[src/nle_pkg.sv]
package nle_pkg;

  localparam int DIV_W  = 64;
  localparam int DVS_W  = 36;
  localparam int SQ_W   = 72;
  localparam int ROOT_W = 36;

  localparam logic [47:0] CAP48 = 48'hFFFF_FFFF_FFFF;
  localparam logic [31:0] CAP32 = 32'hFFFF_FFFF;

  localparam logic [1:0] CFG_LANDMARK_COUNT = 2'd0;
  localparam logic [1:0] CFG_LEFT_MASK      = 2'd1;
  localparam logic [1:0] CFG_RIGHT_MASK     = 2'd2;

  typedef struct packed {
    logic signed [19:0] true_x;
    logic signed [19:0] true_y;
    logic signed [19:0] pred_x;
    logic signed [19:0] pred_y;
    logic               final_shape;
  } landmark_t;

  typedef struct packed {
    logic [31:0] mean_error;
    logic [20:0] shapes_seen;
    logic        degenerate_seen;
  } result_t;

  typedef struct packed {
    logic [6:0]  count;
    logic [63:0] left_mask;
    logic [63:0] right_mask;
  } cfg_t;

  // One classified landmark waiting for the back end.
  typedef struct packed {
    logic [40:0]        sq;
    logic signed [19:0] tx;
    logic signed [19:0] ty;
    logic               left;
    logic               right;
    logic               last;
    logic               fin;
  } fq_item_t;

endpackage

[src/nle_front.sv]
module nle_front (
  input  logic              clk,
  input  logic              rst,
  input  nle_pkg::landmark_t landmark,
  input  logic              push,
  output logic              full,
  input  nle_pkg::cfg_t     cfg,
  output nle_pkg::fq_item_t q_item,
  output logic              q_valid,
  input  logic              q_pop
);
  import nle_pkg::*;

  localparam int DEPTH = 4;

  logic [6:0]         pos;
  logic               accept;
  logic               last_now;
  logic [20:0]        diff_x, diff_y;
  logic               a_valid;
  logic [19:0]        a_dx, a_dy;
  logic signed [19:0] a_tx, a_ty;
  logic               a_left, a_right, a_last, a_fin;
  fq_item_t           a_item;
  fq_item_t           fifo [DEPTH];
  logic [1:0]         wr_ptr, rd_ptr;
  logic [2:0]         count;
  logic               do_pop;

  assign accept   = push && !full;
  assign last_now = (8'(pos) + 8'd1) >= 8'(cfg.count);
  assign diff_x   = 21'(landmark.true_x) - 21'(landmark.pred_x);
  assign diff_y   = 21'(landmark.true_y) - 21'(landmark.pred_y);
  assign full     = (4'(count) + 4'(a_valid)) >= 4'(DEPTH);
  assign do_pop   = q_pop && (count != 3'd0);

  always_comb begin
    a_item.sq    = 41'(a_dx * a_dx) + 41'(a_dy * a_dy);
    a_item.tx    = a_tx;
    a_item.ty    = a_ty;
    a_item.left  = a_left;
    a_item.right = a_right;
    a_item.last  = a_last;
    a_item.fin   = a_fin;
  end

  assign q_item  = fifo[rd_ptr];
  assign q_valid = count != 3'd0;

  always_ff @(posedge clk) begin
    if (rst) begin
      pos     <= '0;
      a_valid <= 1'b0;
      wr_ptr  <= '0;
      rd_ptr  <= '0;
      count   <= '0;
    end else begin
      a_valid <= accept;
      if (accept) begin
        pos     <= last_now ? 7'd0 : pos + 7'd1;
        a_dx    <= diff_x[20] ? 20'(-diff_x) : diff_x[19:0];
        a_dy    <= diff_y[20] ? 20'(-diff_y) : diff_y[19:0];
        a_tx    <= landmark.true_x;
        a_ty    <= landmark.true_y;
        a_left  <= cfg.left_mask[pos[5:0]];
        a_right <= cfg.right_mask[pos[5:0]];
        a_last  <= last_now;
        a_fin   <= landmark.final_shape;
      end
      if (a_valid) begin
        fifo[wr_ptr] <= a_item;
        wr_ptr       <= wr_ptr + 2'd1;
      end
      if (do_pop) rd_ptr <= rd_ptr + 2'd1;
      count <= count + 3'(a_valid) - 3'(do_pop);
    end
  end

endmodule

[config.mk]
export PLATFORM = sky130hd
export DESIGN_NAME = nle_front
export DESIGN_NICKNAME = d
export VERILOG_FILES = /design/src/nle_pkg.sv /design/src/nle_front.sv
export SDC_FILE = /design/constraint.sdc
export NUM_CORES = 2
export LEC_CHECK = 0
export BUFFER_PORTS_ARGS = -buffer_cell sky130_fd_sc_hd__buf_2
export CORE_ASPECT_RATIO = 1.1
export CORE_MARGIN = 2
export CORE_UTILIZATION = 45
export CTS_CLUSTER_DIAMETER = 60
export CTS_CLUSTER_SIZE = 20
export DETAILED_ROUTE_END_ITERATION = 8
export GPL_TIMING_DRIVEN = 0
export PLACE_DENSITY = 0.59
export REMOVE_ABC_BUFFERS = 1
export SYNTH_ARGS = -nofsm -noshare
export SYNTH_HDL_FRONTEND = slang
export SYNTH_SLANG_ARGS = --single-unit
[constraint.sdc]
create_clock -name clk -period 18.5 [get_ports clk]
set_input_delay 3.7 -clock clk [delete_from_list [all_inputs] [get_ports clk]]
set_output_delay 3.7 -clock clk [all_outputs]
set_load 0.01 [all_outputs]
==> reports/metrics.csv <==
stage,metric,value,unit
min_path,Hold Crit Class,register to register,
critical_path,CP endpoint kind,register,
global_route,largest net degree at the start of global routing,51,
timing,fin crit share,0.5331,
finish,Layout area overhead,10.32,%
die,core area,0.09390,mm^2
min_path,Hold Path Cell Cnt,0,
timing,Final Hold Viols,0,
critical_path,crit path kind,register to register,
timing,Pins Over Slew Limit,0,
place,HPWL after detailed placement,74610,um
die,Die ar.,0.09693,mm^2
place,GP Congestion,0.8339,
synth,Ys Warns,0,
clock_network,worst skew pair latency,0.59,ns
routing,vias per inst,5.049,
place,IO Port Bufs,306,
die,initial core utilization,0.4526,
routing,final WL,94860,um
routing,DRC,0,
finish,fillcell total,8605,
synth,register bit count reported by yosys,441,
timing,setup TNS,0,ns
synth,Most used DFF post-synth,edfxtp_1,
critical_path,cell count of the worst reg-to-reg path,27,
synth,Cell variety after synth,69,
clock_network,CTS tree,done,
timing,RSZ-0062 raised after global routing,no,
die,row cnt,118,
clock_network,post-cts sizing count,0,
global_route,vias in the first global route,28710,
clock_network,"Setup Fix Bufs, Post-CTS",0,
global_route,total congestion overflow,0,
routing,routed len/inst,18.55,um
critical_path,WP data required,18.81,ns
timing,Hold Worst Slack,0.4991,ns
timing,final-report setup violation count,0,
finish,layout cells sized above 1,0.1416,
synth,top-area cell type share of the netlist area,0.3010,
die,die width,297.0,um
die,die height,326.3,um
synth,register area share after synthesis,0.3076,
outcome,status,"complete, no violations",
timing,Tmin final,9.862,ns
die,IO Pins,307,
clock_network,CTS Buf Count,39,
finish,final net count,4996,
synth,post-synthesis cell count,3571,
synth,Post-Syn Area,0.04250,mm^2
routing,Vias,25820,
critical_path,Startpoint Class,register,
routing,1st-iter DRT viols,1026,
synth,syn avg cell area,11.90,um^2
synth,"top cells by area, synth","fa_1 (30%), edfxtp_1 (30%), ha_1 (9.2%)",
finish,Final Core Density,0.4994,
global_route,GRT Overall Usage,0.2043,
routing,DRT Pass-1 Iters,5,
clock_network,Sink Count,441,
clock_network,H-tree depth,2,
timing,Worst Skew,0.03253,ns
clock_network,"Hold-fix buffers, CTS",0,
clock_network,Max Buffers Root-to-Sink,3,
routing,DRT antenna net count,0,
timing,worst slew pin tran,1.257,ns
global_route,wire length of the first global-routing pass,153700,um
timing,f_max,0.1014,GHz
critical_path,critical path arrival,10.18,ns
clock_network,root buffer cell,clkbuf_16,
clock_network,clock slew at reported path FFs,0.07,ns
flow_run,maximum capacitance violations,0,
synth,Post-synth EDFFs,424,
global_route,initial antenna violation count,4,
timing,max_slew headroom,0.1618,
synth,"Async S/R FF share, synth",0,
critical_path,Crit Path Max Fanout,18,
synth,"area leader, netlist",fa_1,
==> state kept, by name (all words and copies together), names as in the netlist, 2 cells and up, named ones only <==
| register | flops |
|---|---|
| a_dx | 20 |
| a_dy | 20 |
| a_tx | 20 |
| a_ty | 20 |
| count | 3 |
| fifo | 340 |
| pos | 7 |
| rd_ptr | 2 |
| wr_ptr | 2 |
==> stage by stage <==
step / cell area (um^2) / cells / setup WS (ns)
after floorplan: 42110 / 3466 / 10.55
after global placement: 45210 / 5032 / 7.493
after detailed placement: 45510 / 5043 / 8.531
after CTS: 46880 / 5110 / 8.492
after global routing: 46890 / 5114 / 8.160
final: 46890 / 5114 / 8.638
==> routing by layer <==
metal	part of all wire	vias up	GRT usage
li1	-	11930	-
met1	0.39	13370	0.2450
met2	0.55	401	0.3873
met3	0.031	118	0.01995
met4	0.028	0	0.05940
met5	0	-	0
==> cell type report <==
class,instances,area [um^2],share of cell area
multi-input cells,2116,25640,0.5468
flip-flops and latches,441,13080,0.2790
inverters,909,3412,0.07277
repair buffers,317,1804,0.03848
well taps,1260,1577,0.03362
clock buffers,40,1001,0.02135
clock inverters,27,364.1,0.007765
diodes,4,10.01,0.0002135
==> final timing paths <==
path | start | endpoint | slack, ns
worst min-delay path | a_ty[12] | fifo[3][16] | 0.50
worst max-delay path | a_dy[6] | fifo[0][83] | 8.64
worst min register to register | a_ty[12] | fifo[3][16] | 0.50
worst max register to register | a_dy[6] | fifo[0][83] | 8.64
==> cell usage after synthesis, types with 12 or more instances <==
library cell	instances
inv_1	901
fa_1	639
edfxtp_1	424
ha_1	313
nand2_1	228
and2_1	152
mux4_2	127
nor2_1	121
xnor2_1	87
clkbuf_1	85
a21oi_1	69
o21ai_0	51
a21o_1	43
xor2_1	40
nor3_1	28
buf_1	19
nor2b_1	18
dfxtp_1	17
nand3_1	15
a211oi_1	13
and3_1	12
==> layout by cell type, fill, tap and decap left out, types with 5 or more instances in the layout <==
master,netlist,routed
and3_1,12,12
a211o_1,5,5
inv_8,0,5
o21bai_1,10,10
dfxtp_1,17,13
a21oi_1,69,69
nand4_1,11,11
o31ai_1,10,10
fa_1,639,639
clkinv_1,6,7
o21ai_0,51,51
o21a_1,9,9
a211oi_1,13,13
nand2b_1,11,11
nor2_1,121,120
buf_16,0,7
nor2b_1,18,18
inv_1,901,901
buf_2,1,306
or2_2,9,9
ha_1,313,313
xnor2_1,87,87
and2_1,152,148
a21o_1,43,43
mux4_2,127,127
edfxtp_1,424,424
a31oi_1,7,7
nand2_1,228,228
clkbuf_16,0,40
nor3_1,28,28
nand3_1,15,15
o211ai_1,6,6
o31a_1,5,5
xor2_1,40,40
a31o_2,5,5
==> kinds of logic (layout without fill, tap and decap cells) <==
| family | count (synthesis) | after routing | synth area share |
|---|---|---|---|
| AOI/OAI and AO/OA | 268 | 268 | 0.04160 |
| xor gates and xnor gates | 127 | 127 | 0.02617 |
| adders and majority gates | 952 | 952 | 0.3931 |
| buffers and inverters | 1014 | 1293 | 0.08958 |
| DFF | 441 | 441 | 0.3076 |
| muxes | 135 | 135 | 0.06930 |
| other | 1 | 5 | 0.00008823 |
| and+or+nand+nor | 633 | 633 | 0.07257 |
==> critical path, cell delays in order, from the launching register on <==
cell	delay, ns
edfxtp_1	1.04
inv_1	0.45
nor2_1	0.35
fa_1	0.52
ha_1	0.32
a21oi_1	0.19
fa_1	0.21
inv_1	0.06
fa_1	0.53
inv_1	0.05
fa_1	0.54
inv_1	0.05
fa_1	0.38
fa_1	0.52
inv_1	0.05
fa_1	0.49
inv_1	0.05
ha_1	0.34
and4_1	0.19
o21ai_0	0.08
nor3_1	0.60
nor2_1	0.13
o211ai_1	0.57
a211o_1	0.34
a221oi_2	0.14
o311ai_0	0.62
a2111oi_0	0.20
or3b_2	0.53
Power is left out: the tool's default activity adds up to more than one toggle a clock period on the data nets, which glitch-free logic cannot reach.
