## src/nle_pkg.sv

```systemverilog
package nle_pkg;

  localparam int DIV_W  = 64;
  localparam int DVS_W  = 36;
  localparam int SQ_W   = 72;
  localparam int ROOT_W = 36;

  localparam logic [47:0] CAP48 = 48'hFFFF_FFFF_FFFF;
  localparam logic [31:0] CAP32 = 32'hFFFF_FFFF;

  localparam logic [1:0] CFG_LANDMARK_COUNT = 2'd0;
  localparam logic [1:0] CFG_LEFT_MASK      = 2'd1;
  localparam logic [1:0] CFG_RIGHT_MASK     = 2'd2;

  typedef struct packed {
    logic signed [19:0] true_x;
    logic signed [19:0] true_y;
    logic signed [19:0] pred_x;
    logic signed [19:0] pred_y;
    logic               final_shape;
  } landmark_t;

  typedef struct packed {
    logic [31:0] mean_error;
    logic [20:0] shapes_seen;
    logic        degenerate_seen;
  } result_t;

  typedef struct packed {
    logic [6:0]  count;
    logic [63:0] left_mask;
    logic [63:0] right_mask;
  } cfg_t;

  // One classified landmark waiting for the back end.
  typedef struct packed {
    logic [40:0]        sq;
    logic signed [19:0] tx;
    logic signed [19:0] ty;
    logic               left;
    logic               right;
    logic               last;
    logic               fin;
  } fq_item_t;

endpackage

```

## src/nle_div.sv

```systemverilog
module nle_div (
  input  logic                      clk,
  input  logic                      rst,
  input  logic                      start,
  input  logic [nle_pkg::DIV_W-1:0] dividend,
  input  logic [nle_pkg::DVS_W-1:0] divisor,
  output logic                      done,
  output logic [nle_pkg::DIV_W-1:0] quotient
);
  import nle_pkg::*;

  logic             busy;
  logic [6:0]       cnt;
  logic [DIV_W-1:0] dvd;
  logic [DVS_W-1:0] dvs;
  logic [DVS_W-1:0] rem;
  logic [DVS_W:0]   trial;

  assign trial = {rem, dvd[DIV_W-1]};

  always_ff @(posedge clk) begin
    if (rst) begin
      busy <= 1'b0;
      done <= 1'b0;
      cnt  <= '0;
    end else begin
      if (start) begin
        dvd      <= dividend;
        dvs      <= divisor;
        rem      <= '0;
        quotient <= '0;
        cnt      <= 7'(DIV_W);
        busy     <= 1'b1;
        done     <= 1'b0;
      end else if (busy) begin
        if (trial >= {1'b0, dvs}) begin
          rem      <= DVS_W'(trial - {1'b0, dvs});
          quotient <= {quotient[DIV_W-2:0], 1'b1};
        end else begin
          rem      <= trial[DVS_W-1:0];
          quotient <= {quotient[DIV_W-2:0], 1'b0};
        end
        dvd <= dvd << 1;
        cnt <= cnt - 7'd1;
        if (cnt == 7'd1) begin
          busy <= 1'b0;
          done <= 1'b1;
        end else begin
          done <= 1'b0;
        end
      end else begin
        done <= 1'b0;
      end
    end
  end

endmodule

```

## src/nle_sqrt.sv

```systemverilog
module nle_sqrt (
  input  logic                       clk,
  input  logic                       rst,
  input  logic                       start,
  input  logic [nle_pkg::SQ_W-1:0]   value,
  input  logic [5:0]                 steps,
  output logic                       done,
  output logic [nle_pkg::ROOT_W-1:0] root
);
  import nle_pkg::*;

  logic            busy;
  logic [5:0]      cnt;
  logic [SQ_W-1:0] v, r, bitpos, trial;
  logic [6:0]      shamt;

  // The first trial bit is 4^(steps-1); the value must stay below 4^steps.
  assign shamt = {steps - 6'd1, 1'b0};
  assign trial = r + bitpos;
  assign root  = r[ROOT_W-1:0];

  always_ff @(posedge clk) begin
    if (rst) begin
      busy <= 1'b0;
      done <= 1'b0;
      cnt  <= '0;
    end else begin
      if (start) begin
        v      <= value;
        r      <= '0;
        bitpos <= SQ_W'(1) << shamt;
        cnt    <= steps;
        busy   <= 1'b1;
        done   <= 1'b0;
      end else if (busy) begin
        if (v >= trial) begin
          v <= v - trial;
          r <= (r >> 1) + bitpos;
        end else begin
          r <= r >> 1;
        end
        bitpos <= bitpos >> 2;
        cnt    <= cnt - 6'd1;
        if (cnt == 6'd1) begin
          busy <= 1'b0;
          done <= 1'b1;
        end else begin
          done <= 1'b0;
        end
      end else begin
        done <= 1'b0;
      end
    end
  end

endmodule

```

## src/nle_back.sv

```systemverilog
module nle_back #(
  parameter int MAX_LANDMARKS = 64,
  parameter int MAX_SHAPES    = 1048576
) (
  input  logic              clk,
  input  logic              rst,
  input  nle_pkg::cfg_t     cfg,
  input  nle_pkg::fq_item_t q_item,
  input  logic              q_valid,
  output logic              q_pop,
  output nle_pkg::result_t  result,
  output logic              out_valid,
  input  logic              out_pop
);
  import nle_pkg::*;

  typedef enum logic [4:0] {
    ST_IDLE, ST_LSQRT, ST_COUNT, ST_CHECK, ST_CDIV, ST_CWAIT, ST_DIFF, ST_MUL,
    ST_PSQRT, ST_PWAIT, ST_QWAIT, ST_FINISH, ST_PROD, ST_MDIV, ST_MWAIT, ST_EMIT
  } state_t;

  state_t             state;
  fq_item_t           cur;
  logic signed [26:0] lsx, lsy, rsx, rsy;
  logic [28:0]        sds;
  logic [47:0]        total;
  logic [20:0]        counter;
  logic               degen;
  logic [6:0]         idx, nl, nr;
  logic [63:0]        lm_sh, rm_sh;
  logic [1:0]         cidx;
  logic signed [34:0] cen [4];
  logic [34:0]        my;
  logic [SQ_W-1:0]    acc, ma;
  logic [34:0]        mb;
  logic [5:0]         mcnt;
  logic               mph;
  logic [27:0]        prod;
  logic [31:0]        mean_r;

  logic               div_start, div_done;
  logic [DIV_W-1:0]   div_dividend, div_q;
  logic [DVS_W-1:0]   div_divisor;
  logic               sq_start, sq_done;
  logic [SQ_W-1:0]    sq_value;
  logic [5:0]         sq_steps;
  logic [ROOT_W-1:0]  sq_root;

  logic signed [26:0] c_sum;
  logic [6:0]         c_cnt;
  logic [26:0]        c_mag;
  logic signed [34:0] c_val;
  logic signed [35:0] dx_s, dy_s;
  logic [47:0]        q_sat;
  logic [48:0]        tot_sum;

  nle_div u_div (
    .clk(clk), .rst(rst), .start(div_start), .dividend(div_dividend),
    .divisor(div_divisor), .done(div_done), .quotient(div_q)
  );

  nle_sqrt u_sqrt (
    .clk(clk), .rst(rst), .start(sq_start), .value(sq_value), .steps(sq_steps),
    .done(sq_done), .root(sq_root)
  );

  assign q_pop = (state == ST_IDLE) && q_valid;

  always_comb begin
    case (cidx)
      2'd0:    begin c_sum = lsx; c_cnt = nl; end
      2'd1:    begin c_sum = rsx; c_cnt = nr; end
      2'd2:    begin c_sum = lsy; c_cnt = nl; end
      default: begin c_sum = rsy; c_cnt = nr; end
    endcase
    c_mag   = c_sum[26] ? 27'(-c_sum) : c_sum;
    c_val   = c_sum[26] ? -35'(div_q[33:0]) : 35'(div_q[33:0]);
    dx_s    = 36'(cen[0]) - 36'(cen[1]);
    dy_s    = 36'(cen[2]) - 36'(cen[3]);
    q_sat   = (div_q > 64'(CAP48)) ? CAP48 : div_q[47:0];
    tot_sum = 49'(total) + 49'(q_sat);
  end

  always_ff @(posedge clk) begin
    if (rst) begin
      state     <= ST_IDLE;
      lsx       <= '0;
      lsy       <= '0;
      rsx       <= '0;
      rsy       <= '0;
      sds       <= '0;
      total     <= '0;
      counter   <= '0;
      degen     <= 1'b0;
      out_valid <= 1'b0;
      div_start <= 1'b0;
      sq_start  <= 1'b0;
    end else begin
      // A pop in the emit state is replaced by the new result below.
      if (out_pop && state != ST_EMIT) out_valid <= 1'b0;
      unique case (state)
        ST_IDLE: begin
          if (q_valid) begin
            cur <= q_item;
            if (q_item.left) begin
              lsx <= lsx + 27'(q_item.tx);
              lsy <= lsy + 27'(q_item.ty);
            end
            if (q_item.right) begin
              rsx <= rsx + 27'(q_item.tx);
              rsy <= rsy + 27'(q_item.ty);
            end
            sq_value <= SQ_W'({q_item.sq, 4'b0000});
            sq_steps <= 6'd23;
            sq_start <= 1'b1;
            state    <= ST_LSQRT;
          end
        end
        ST_LSQRT: begin
          sq_start <= 1'b0;
          if (sq_done) begin
            sds <= sds + 29'(sq_root);
            if (cur.last) begin
              lm_sh <= cfg.left_mask;
              rm_sh <= cfg.right_mask;
              idx   <= '0;
              nl    <= '0;
              nr    <= '0;
              state <= ST_COUNT;
            end else begin
              state <= ST_IDLE;
            end
          end
        end
        ST_COUNT: begin
          // Only mask bits below the landmark count are members.
          if (idx < cfg.count) begin
            nl <= nl + 7'(lm_sh[0]);
            nr <= nr + 7'(rm_sh[0]);
          end
          lm_sh <= lm_sh >> 1;
          rm_sh <= rm_sh >> 1;
          idx   <= idx + 7'd1;
          if (idx == 7'(MAX_LANDMARKS - 1)) state <= ST_CHECK;
        end
        ST_CHECK: begin
          if (nl == 7'd0 || nr == 7'd0) begin
            degen <= 1'b1;
            state <= ST_FINISH;
          end else begin
            cidx  <= 2'd0;
            state <= ST_CDIV;
          end
        end
        ST_CDIV: begin
          div_dividend <= DIV_W'({c_mag, 8'h00});
          div_divisor  <= DVS_W'(c_cnt);
          div_start    <= 1'b1;
          state        <= ST_CWAIT;
        end
        ST_CWAIT: begin
          div_start <= 1'b0;
          if (div_done) begin
            cen[cidx] <= c_val;
            if (cidx == 2'd3) begin
              state <= ST_DIFF;
            end else begin
              cidx  <= cidx + 2'd1;
              state <= ST_CDIV;
            end
          end
        end
        ST_DIFF: begin
          my    <= dy_s[35] ? 35'(-dy_s) : dy_s[34:0];
          acc   <= '0;
          mcnt  <= '0;
          mph   <= 1'b0;
          ma    <= SQ_W'(dx_s[35] ? 35'(-dx_s) : dx_s[34:0]);
          mb    <= dx_s[35] ? 35'(-dx_s) : dx_s[34:0];
          state <= ST_MUL;
        end
        ST_MUL: begin
          // Shift-and-add squaring, x first, then y into the same sum.
          if (mb[0]) acc <= acc + ma;
          if (mcnt == 6'd34) begin
            if (!mph) begin
              ma   <= SQ_W'(my);
              mb   <= my;
              mcnt <= '0;
              mph  <= 1'b1;
            end else begin
              state <= ST_PSQRT;
            end
          end else begin
            ma   <= ma << 1;
            mb   <= mb >> 1;
            mcnt <= mcnt + 6'd1;
          end
        end
        ST_PSQRT: begin
          sq_value <= acc;
          sq_steps <= 6'(ROOT_W);
          sq_start <= 1'b1;
          state    <= ST_PWAIT;
        end
        ST_PWAIT: begin
          sq_start <= 1'b0;
          if (sq_done) begin
            if (sq_root == '0) begin
              degen <= 1'b1;
              state <= ST_FINISH;
            end else if (counter < 21'(MAX_SHAPES)) begin
              div_dividend <= DIV_W'({sds, 30'b0});
              div_divisor  <= sq_root;
              div_start    <= 1'b1;
              state        <= ST_QWAIT;
            end else begin
              state <= ST_FINISH;
            end
          end
        end
        ST_QWAIT: begin
          div_start <= 1'b0;
          if (div_done) begin
            total   <= tot_sum[48] ? CAP48 : tot_sum[47:0];
            counter <= counter + 21'd1;
            state   <= ST_FINISH;
          end
        end
        ST_FINISH: begin
          lsx <= '0;
          lsy <= '0;
          rsx <= '0;
          rsy <= '0;
          sds <= '0;
          if (!cur.fin) begin
            state <= ST_IDLE;
          end else if (counter == '0) begin
            mean_r <= '0;
            state  <= ST_EMIT;
          end else begin
            state <= ST_PROD;
          end
        end
        ST_PROD: begin
          prod  <= 28'(cfg.count * counter);
          state <= ST_MDIV;
        end
        ST_MDIV: begin
          div_dividend <= DIV_W'(total);
          div_divisor  <= DVS_W'(prod);
          div_start    <= 1'b1;
          state        <= ST_MWAIT;
        end
        ST_MWAIT: begin
          div_start <= 1'b0;
          if (div_done) begin
            mean_r <= (div_q > 64'(CAP32)) ? CAP32 : div_q[31:0];
            state  <= ST_EMIT;
          end
        end
        ST_EMIT: begin
          if (!out_valid || out_pop) begin
            result.mean_error      <= mean_r;
            result.shapes_seen     <= counter;
            result.degenerate_seen <= degen;
            out_valid              <= 1'b1;
            total                  <= '0;
            counter                <= '0;
            degen                  <= 1'b0;
            state                  <= ST_IDLE;
          end
        end
        default: state <= ST_IDLE;
      endcase
    end
  end

endmodule

```

## config.mk

```make
export PLATFORM = sky130hd
export DESIGN_NAME = nle_back
export DESIGN_NICKNAME = d
export VERILOG_FILES = /design/src/nle_pkg.sv /design/src/nle_div.sv /design/src/nle_sqrt.sv /design/src/nle_back.sv
export SDC_FILE = /design/constraint.sdc
export NUM_CORES = 2
export LEC_CHECK = 0
export BUFFER_PORTS_ARGS = -buffer_cell sky130_fd_sc_hd__buf_2
export CAP_MARGIN = 40
export CORE_AREA = 2 2 483 389
export DETAILED_ROUTE_END_ITERATION = 10
export DIE_AREA = 0 0 485 391
export PLACE_DENSITY = 0.66
export SLEW_MARGIN = 30
export SYNTH_ARGS = -nofsm -noshare
export SYNTH_HDL_FRONTEND = slang
export SYNTH_HIERARCHICAL = 1
export SYNTH_SLANG_ARGS = --single-unit
```

## constraint.sdc

```tcl
create_clock -name clk -period 16.9 [get_ports clk]
set_input_delay 1.69 -clock clk [delete_from_list [all_inputs] [get_ports clk]]
set_output_delay 1.69 -clock clk [all_outputs]
set_load 0.01 [all_outputs]
```

==> flow_summary.html <==
<table>
<tr><th>Metric</th><th>Value</th></tr>
<tr><th colspan="2">Run status</th></tr>
<tr><td>Outcome</td><td>finished clean</td></tr>
<tr><th colspan="2">Logic synthesis</th></tr>
<tr><td>Post-Synth XOR/XNOR Area</td><td>6.001%</td></tr>
<tr><td>Multiplexer fraction of the synthesized cell area</td><td>1.690%</td></tr>
<tr><td>Gate count of the mapped netlist</td><td>9,535</td></tr>
<tr><td>Warning count from the yosys run</td><td>6</td></tr>
<tr><td>Simple-gate portion of the synthesized area</td><td>between 15 and 20%</td></tr>
<tr><td>Number of distinct library cells after synthesis</td><td>approximately 120</td></tr>
<tr><td>Most used flip-flop cell after synthesis</td><td>edfxtp_1</td></tr>
<tr><td>Post-synthesis adder-cell area fraction</td><td>between 10 and 15%</td></tr>
<tr><td>Asr flop ratio synth</td><td>0%</td></tr>
<tr><td>Combinational family with the most area after synthesis</td><td>compound AO/OA/AOI/OAI gates</td></tr>
<tr><td>Average cell area after synthesis</td><td>approximately 9.6 sq um</td></tr>
<tr><td>Compound-cell area share of the yosys netlist</td><td>17.53%</td></tr>
<tr><td>Portion of the post-synthesis area used by sequential elements</td><td>between 40% and 50%</td></tr>
<tr><td>Combined area of all synthesized cells</td><td>91,800 sq um</td></tr>
<tr><td>Number of register bits inferred by synthesis</td><td>approximately 1,400</td></tr>
<tr><td>Number of enable-type register cells in the synthesized netlist</td><td>1,177</td></tr>
<tr><th colspan="2">Worst setup path</th></tr>
<tr><td>CP max FO</td><td>33</td></tr>
<tr><td>Peak per-stage delay on the critical path</td><td>about 0.67 ns</td></tr>
<tr><td>WP data required</td><td>between 15 and 20 ns</td></tr>
<tr><td>Launching point of the worst reg2reg path</td><td>u_sqrt/r[2]</td></tr>
<tr><td>Crit path launch</td><td>u_sqrt/r[2]</td></tr>
<tr><td>Cells along the critical path</td><td>ha_1, a211oi_1, o31ai_1, a21oi_1, o31ai_1, a21oi_1, o31a_1, o21ai_0, a31oi_1, mux2i_1, a2111oi_0, ha_1, nand2_1, nor2_1, a21o_1, a221o_1, a21oi_1, o31a_1, buf_4, nand2_2, buf_4, a311oi_1, o311ai_1</td></tr>
<tr><td>Sum of buffers and inverters on the critical path</td><td>2</td></tr>
<tr><td>Worst reg2reg setup slack</td><td>9.01 ns</td></tr>
<tr><td>Worst Setup Start Kind</td><td>flip-flop</td></tr>
<tr><td>Worst setup path category</td><td>flip-flop to flip-flop</td></tr>
<tr><td>Signal arrival time at the worst endpoint</td><td>around 8.4 ns</td></tr>
<tr><td>Worst reg2reg path depth</td><td>23</td></tr>
<tr><td>Critical path capture point type</td><td>flip-flop</td></tr>
<tr><td>Worst-path cell with the longest stage delay</td><td>o31ai_1</td></tr>
<tr><td>Capturing point of the worst reg2reg path</td><td>u_sqrt/r[65]</td></tr>
<tr><td>Top cell family by delay on the critical path</td><td>compound AO/OA/AOI/OAI gates</td></tr>
<tr><td>Most frequent CP cell</td><td>a21oi_1</td></tr>
<tr><th colspan="2">Clock tree</th></tr>
<tr><td>Total number of H-tree levels</td><td>4</td></tr>
<tr><td>TritonCTS Sinks</td><td>1,408</td></tr>
<tr><td>Number of buffers created by CTS</td><td>approximately 150</td></tr>
<tr><td>Root buffer selected by CTS</td><td>clkbuf_16</td></tr>
<tr><td>Number of buffers inserted to repair setup after CTS</td><td>0</td></tr>
<tr><td>Clock-pin slew on the worst setup and hold paths</td><td>around 0.06 ns</td></tr>
<tr><td>Clock tree from TritonCTS</td><td>done</td></tr>
<tr><td>Total of cells resized after clock tree synthesis</td><td>0</td></tr>
<tr><td>Clock Latency Late Sink</td><td>about 0.80 ns</td></tr>
<tr><td>Clock Tree Buf Depth</td><td>3</td></tr>
<tr><td>Number of buffers inserted by hold repair at cts</td><td>0</td></tr>
<tr><th colspan="2">Timing</th></tr>
<tr><td>Number of hold violations in the final report</td><td>0</td></tr>
<tr><td>Fmax</td><td>~130 MHz</td></tr>
<tr><td>Setup repair after global routing missed its margin</td><td>no</td></tr>
<tr><td>Period minus WS final</td><td>7.887 ns</td></tr>
<tr><td>Max-slew violations</td><td>0</td></tr>
<tr><td>Share of the clock period used by the worst path after layout</td><td>a little under half</td></tr>
<tr><td>Least-Margin Pin Slew</td><td>~0.88 ns</td></tr>
<tr><td>Count of final setup violators</td><td>0</td></tr>
<tr><td>Setup TNS</td><td>0 ns</td></tr>
<tr><td>Worst max-slew margin expressed relative to the limit</td><td>about two fifths</td></tr>
<tr><td>Final setup skew</td><td>roughly 0.026 ns</td></tr>
<tr><th colspan="2">Finish</th></tr>
<tr><td>Layout filler cell count</td><td>about 16,000</td></tr>
<tr><td>Area Overhead vs Synth</td><td>9.934%</td></tr>
<tr><td>Post-route non-filler standard cell count</td><td>12,180</td></tr>
<tr><td>Area occupied by multi-input gates</td><td>slightly below 50,000 sq um</td></tr>
<tr><td>Final net count</td><td>~11,000</td></tr>
<tr><td>Area used by sequential logic in the layout</td><td>39,980 sq um</td></tr>
<tr><td>Share of cells above drive strength 1</td><td>under 10%</td></tr>
<tr><th colspan="2">Floorplan</th></tr>
<tr><td>Area inside the core boundary</td><td>185,700 sq um</td></tr>
<tr><td>Overall die height</td><td>391 microns</td></tr>
<tr><td>Count of pins on the block boundary</td><td>280</td></tr>
<tr><td>Initial Util</td><td>49.44%</td></tr>
<tr><td>Standard-cell rows</td><td>between 100 and 150</td></tr>
<tr><td>Die area</td><td>~190,000 sq um</td></tr>
<tr><td>Horizontal die dimension</td><td>just under 500 microns</td></tr>
<tr><th colspan="2">Placed design</th></tr>
<tr><td>Placer's final routability congestion estimate</td><td>0.9554</td></tr>
<tr><td>DP Wirelength</td><td>189,200 microns</td></tr>
<tr><td>Port Buffers</td><td>approximately 280</td></tr>
<tr><td>Dpl cells</td><td>approximately 12,000</td></tr>
<tr><th colspan="2">Detailed routing</th></tr>
<tr><td>Count of vias placed by the detailed router</td><td>73,010</td></tr>
<tr><td>DRC Markers</td><td>0</td></tr>
<tr><td>Total detailed-routing wirelength</td><td>258,000 microns</td></tr>
<tr><td>Detailed-router iteration count before antenna repair</td><td>8</td></tr>
<tr><td>Detailed-route wire length per cell</td><td>21.18 microns</td></tr>
<tr><td>Number of DRC markers in iteration 0</td><td>6,893</td></tr>
<tr><td>Remaining number of nets flagged by the antenna check after routing</td><td>0</td></tr>
<tr><td>Mean number of vias per cell</td><td>around 6</td></tr>
<tr><th colspan="2">Global routing</th></tr>
<tr><td>GRT Max-Usage Layer</td><td>met2</td></tr>
<tr><td>Number of global-route vias before repair</td><td>70,110</td></tr>
<tr><td>Maximum number of pins on one net before global-route repair</td><td>166</td></tr>
<tr><td>Total GRT Usage</td><td>a little over a quarter</td></tr>
<tr><td>Met2 usage</td><td>42.29%</td></tr>
<tr><td>Fraction of met3 tracks used by global routing</td><td>3.743%</td></tr>
<tr><td>Global-route met1 utilization</td><td>37.98%</td></tr>
<tr><td>GR Overflow Total</td><td>0</td></tr>
<tr><td>Initial antenna violation count</td><td>4</td></tr>
<tr><td>Global-route wire length before repair</td><td>a little over 400,000 microns</td></tr>
<tr><th colspan="2">Power</th></tr>
<tr><td>Reported net switching power</td><td>around 3800 uW</td></tr>
<tr><td>Net switching fraction of the power</td><td>around 34%</td></tr>
<tr><td>Int Pwr</td><td>7487 uW</td></tr>
<tr><td>Max VDD drop</td><td>about 90 uV</td></tr>
<tr><td>Leakage Power</td><td>0.04011 uW</td></tr>
<tr><td>Power per unit of standard cell area</td><td>roughly 110 nW/um^2</td></tr>
<tr><td>Logic gate share of total power</td><td>a little under 30%</td></tr>
<tr><td>Clock group share of total power</td><td>between 30% and 40%</td></tr>
<tr><td>Fraction of power consumed by sequential logic</td><td>between 30% and 40%</td></tr>
<tr><th colspan="2">Run</th></tr>
<tr><td>MaxCap Viol Count</td><td>0</td></tr>
<tr><th colspan="2">Worst hold path</th></tr>
<tr><td>End of the worst hold path</td><td>u_div/dvs[35]</td></tr>
<tr><td>Hold Path Cell Cnt</td><td>0</td></tr>
<tr><td>Worst hold path startpoint</td><td>div_divisor[35]</td></tr>
<tr><td>Hold Crit Class</td><td>flip-flop to flip-flop</td></tr>
</table>
-- area by class of cell --
type                       instances  share of cell area, %
sequential                      1408                  39.61
antenna                            3               0.007439
clock inverter                    89                  1.190
inverter                         420                  1.562
timing repair buffer             383                  2.430
clock buffer                     191                  4.110
tap                             2448                  3.035
multi-input combinational       7236                  48.05
-- logic make-up (layout without fill, tap and decap cells) --
group,count (synthesis),in the layout
buffers and inverters,899,1083
DFF,1408,1408
other,2,13
and+or+nand+nor,3317,3317
muxes,141,141
AOI/OAI and AO/OA,2455,2455
xor gates and xnor gates,629,629
adders and majority gates,684,684
-- placed cells by master (no fill, tap or decap), drive strengths merged, types with 48 or more instances in the layout --
cell	instances
nand2	1272
edfxtp	1177
a21oi	693
nor2	661
ha	579
o21ai	533
inv	426
buf	382
xnor2	371
a21o	267
xor2	258
nand3	243
dfxtp	231
and2	210
clkbuf	192
nor3	162
a31oi	141
nand4	139
nor2b	137
and3	115
mux2	109
fa	105
o21a	105
o21bai	100
or2	82
nand2b	78
a211oi	71
or3	60
a22oi	58
nor4	57
a22o	50
o31ai	50
clkinv	48
-- state kept, by name (all words and copies together) (netlist names), 36 cells and up --
| register | count |
|---|---|
| u_div/rem | 36 |
| u_sqrt/bitpos | 36 |
| result | 54 |
| total | 48 |
| cen | 140 |
| u_div/quotient | 64 |
| ma | 72 |
| u_div/dvd | 64 |
| u_sqrt/r | 72 |
| acc | 72 |
| div_dividend | 59 |
| sq_value | 72 |
| u_div/dvs | 36 |
| rm_sh | 64 |
| lm_sh | 64 |
| div_divisor | 36 |
| u_sqrt/v | 72 |
-- per-stage QoR --
stage | total power, uW | setup WS (ns) | area (sq um) | util [%] | hold WS, ns
2_1_floorplan | 6843 | 4.384 | 91830 | - | 0.4003
6_report | 11310 | 9.013 | 100900 | 54.36 | 0.4167
3_3_place_gp | 7651 | 9.324 | 95090 | 51.22 | 0.4016
4_1_cts | 11330 | 9.147 | 100700 | 54.25 | 0.4188
5_1_grt | 11880 | 8.580 | 100900 | 54.35 | 0.4231
3_5_place_dp | 7712 | 9.232 | 95370 | 51.37 | 0.4045
-- power by group through the flow --
stage	combinational, uW	sequential (uW)	clock (uW)
after floorplan	2500	4340	0
after global placement	3210	4440	0
after CTS	3290	4370	3660
after detailed placement	3270	4450	0
after global routing	3690	4400	3790
final	3340	4380	3590
-- per-layer routing --
layer  share of wire [%]  vias to the layer above
li1                    -                    34780
met1                  46                    35440
met2                  45                     2386
met3                 6.2                      398
met4                 2.8                        2
met5              0.0050                        -
-- cells in the mapped netlist, types with 231 or more instances --
library cell  number  area (sq um)
nand2_1         1270          4767
edfxtp_1        1177         35340
a21oi_1          677          3388
nor2_1           659          2474
ha_1             579          7244
o21ai_0          512          2562
inv_1            416          1562
clkbuf_1         376          1411
xnor2_1          371          3249
a21o_1           267          2004
xor2_1           258          2260
nand3_1          241          1206
dfxtp_1          231          4624
-- worst max path at each step --
stage,endpoint,depth (start not counted)
floorplan,u_sqrt/v[0],3
global placement,u_sqrt/v[20],21
detailed placement,u_sqrt/r[65],23
CTS,u_sqrt/r[65],23
global route,u_sqrt/r[65],23
finish,u_sqrt/r[65],23
(Power assumes the default switching activity.)
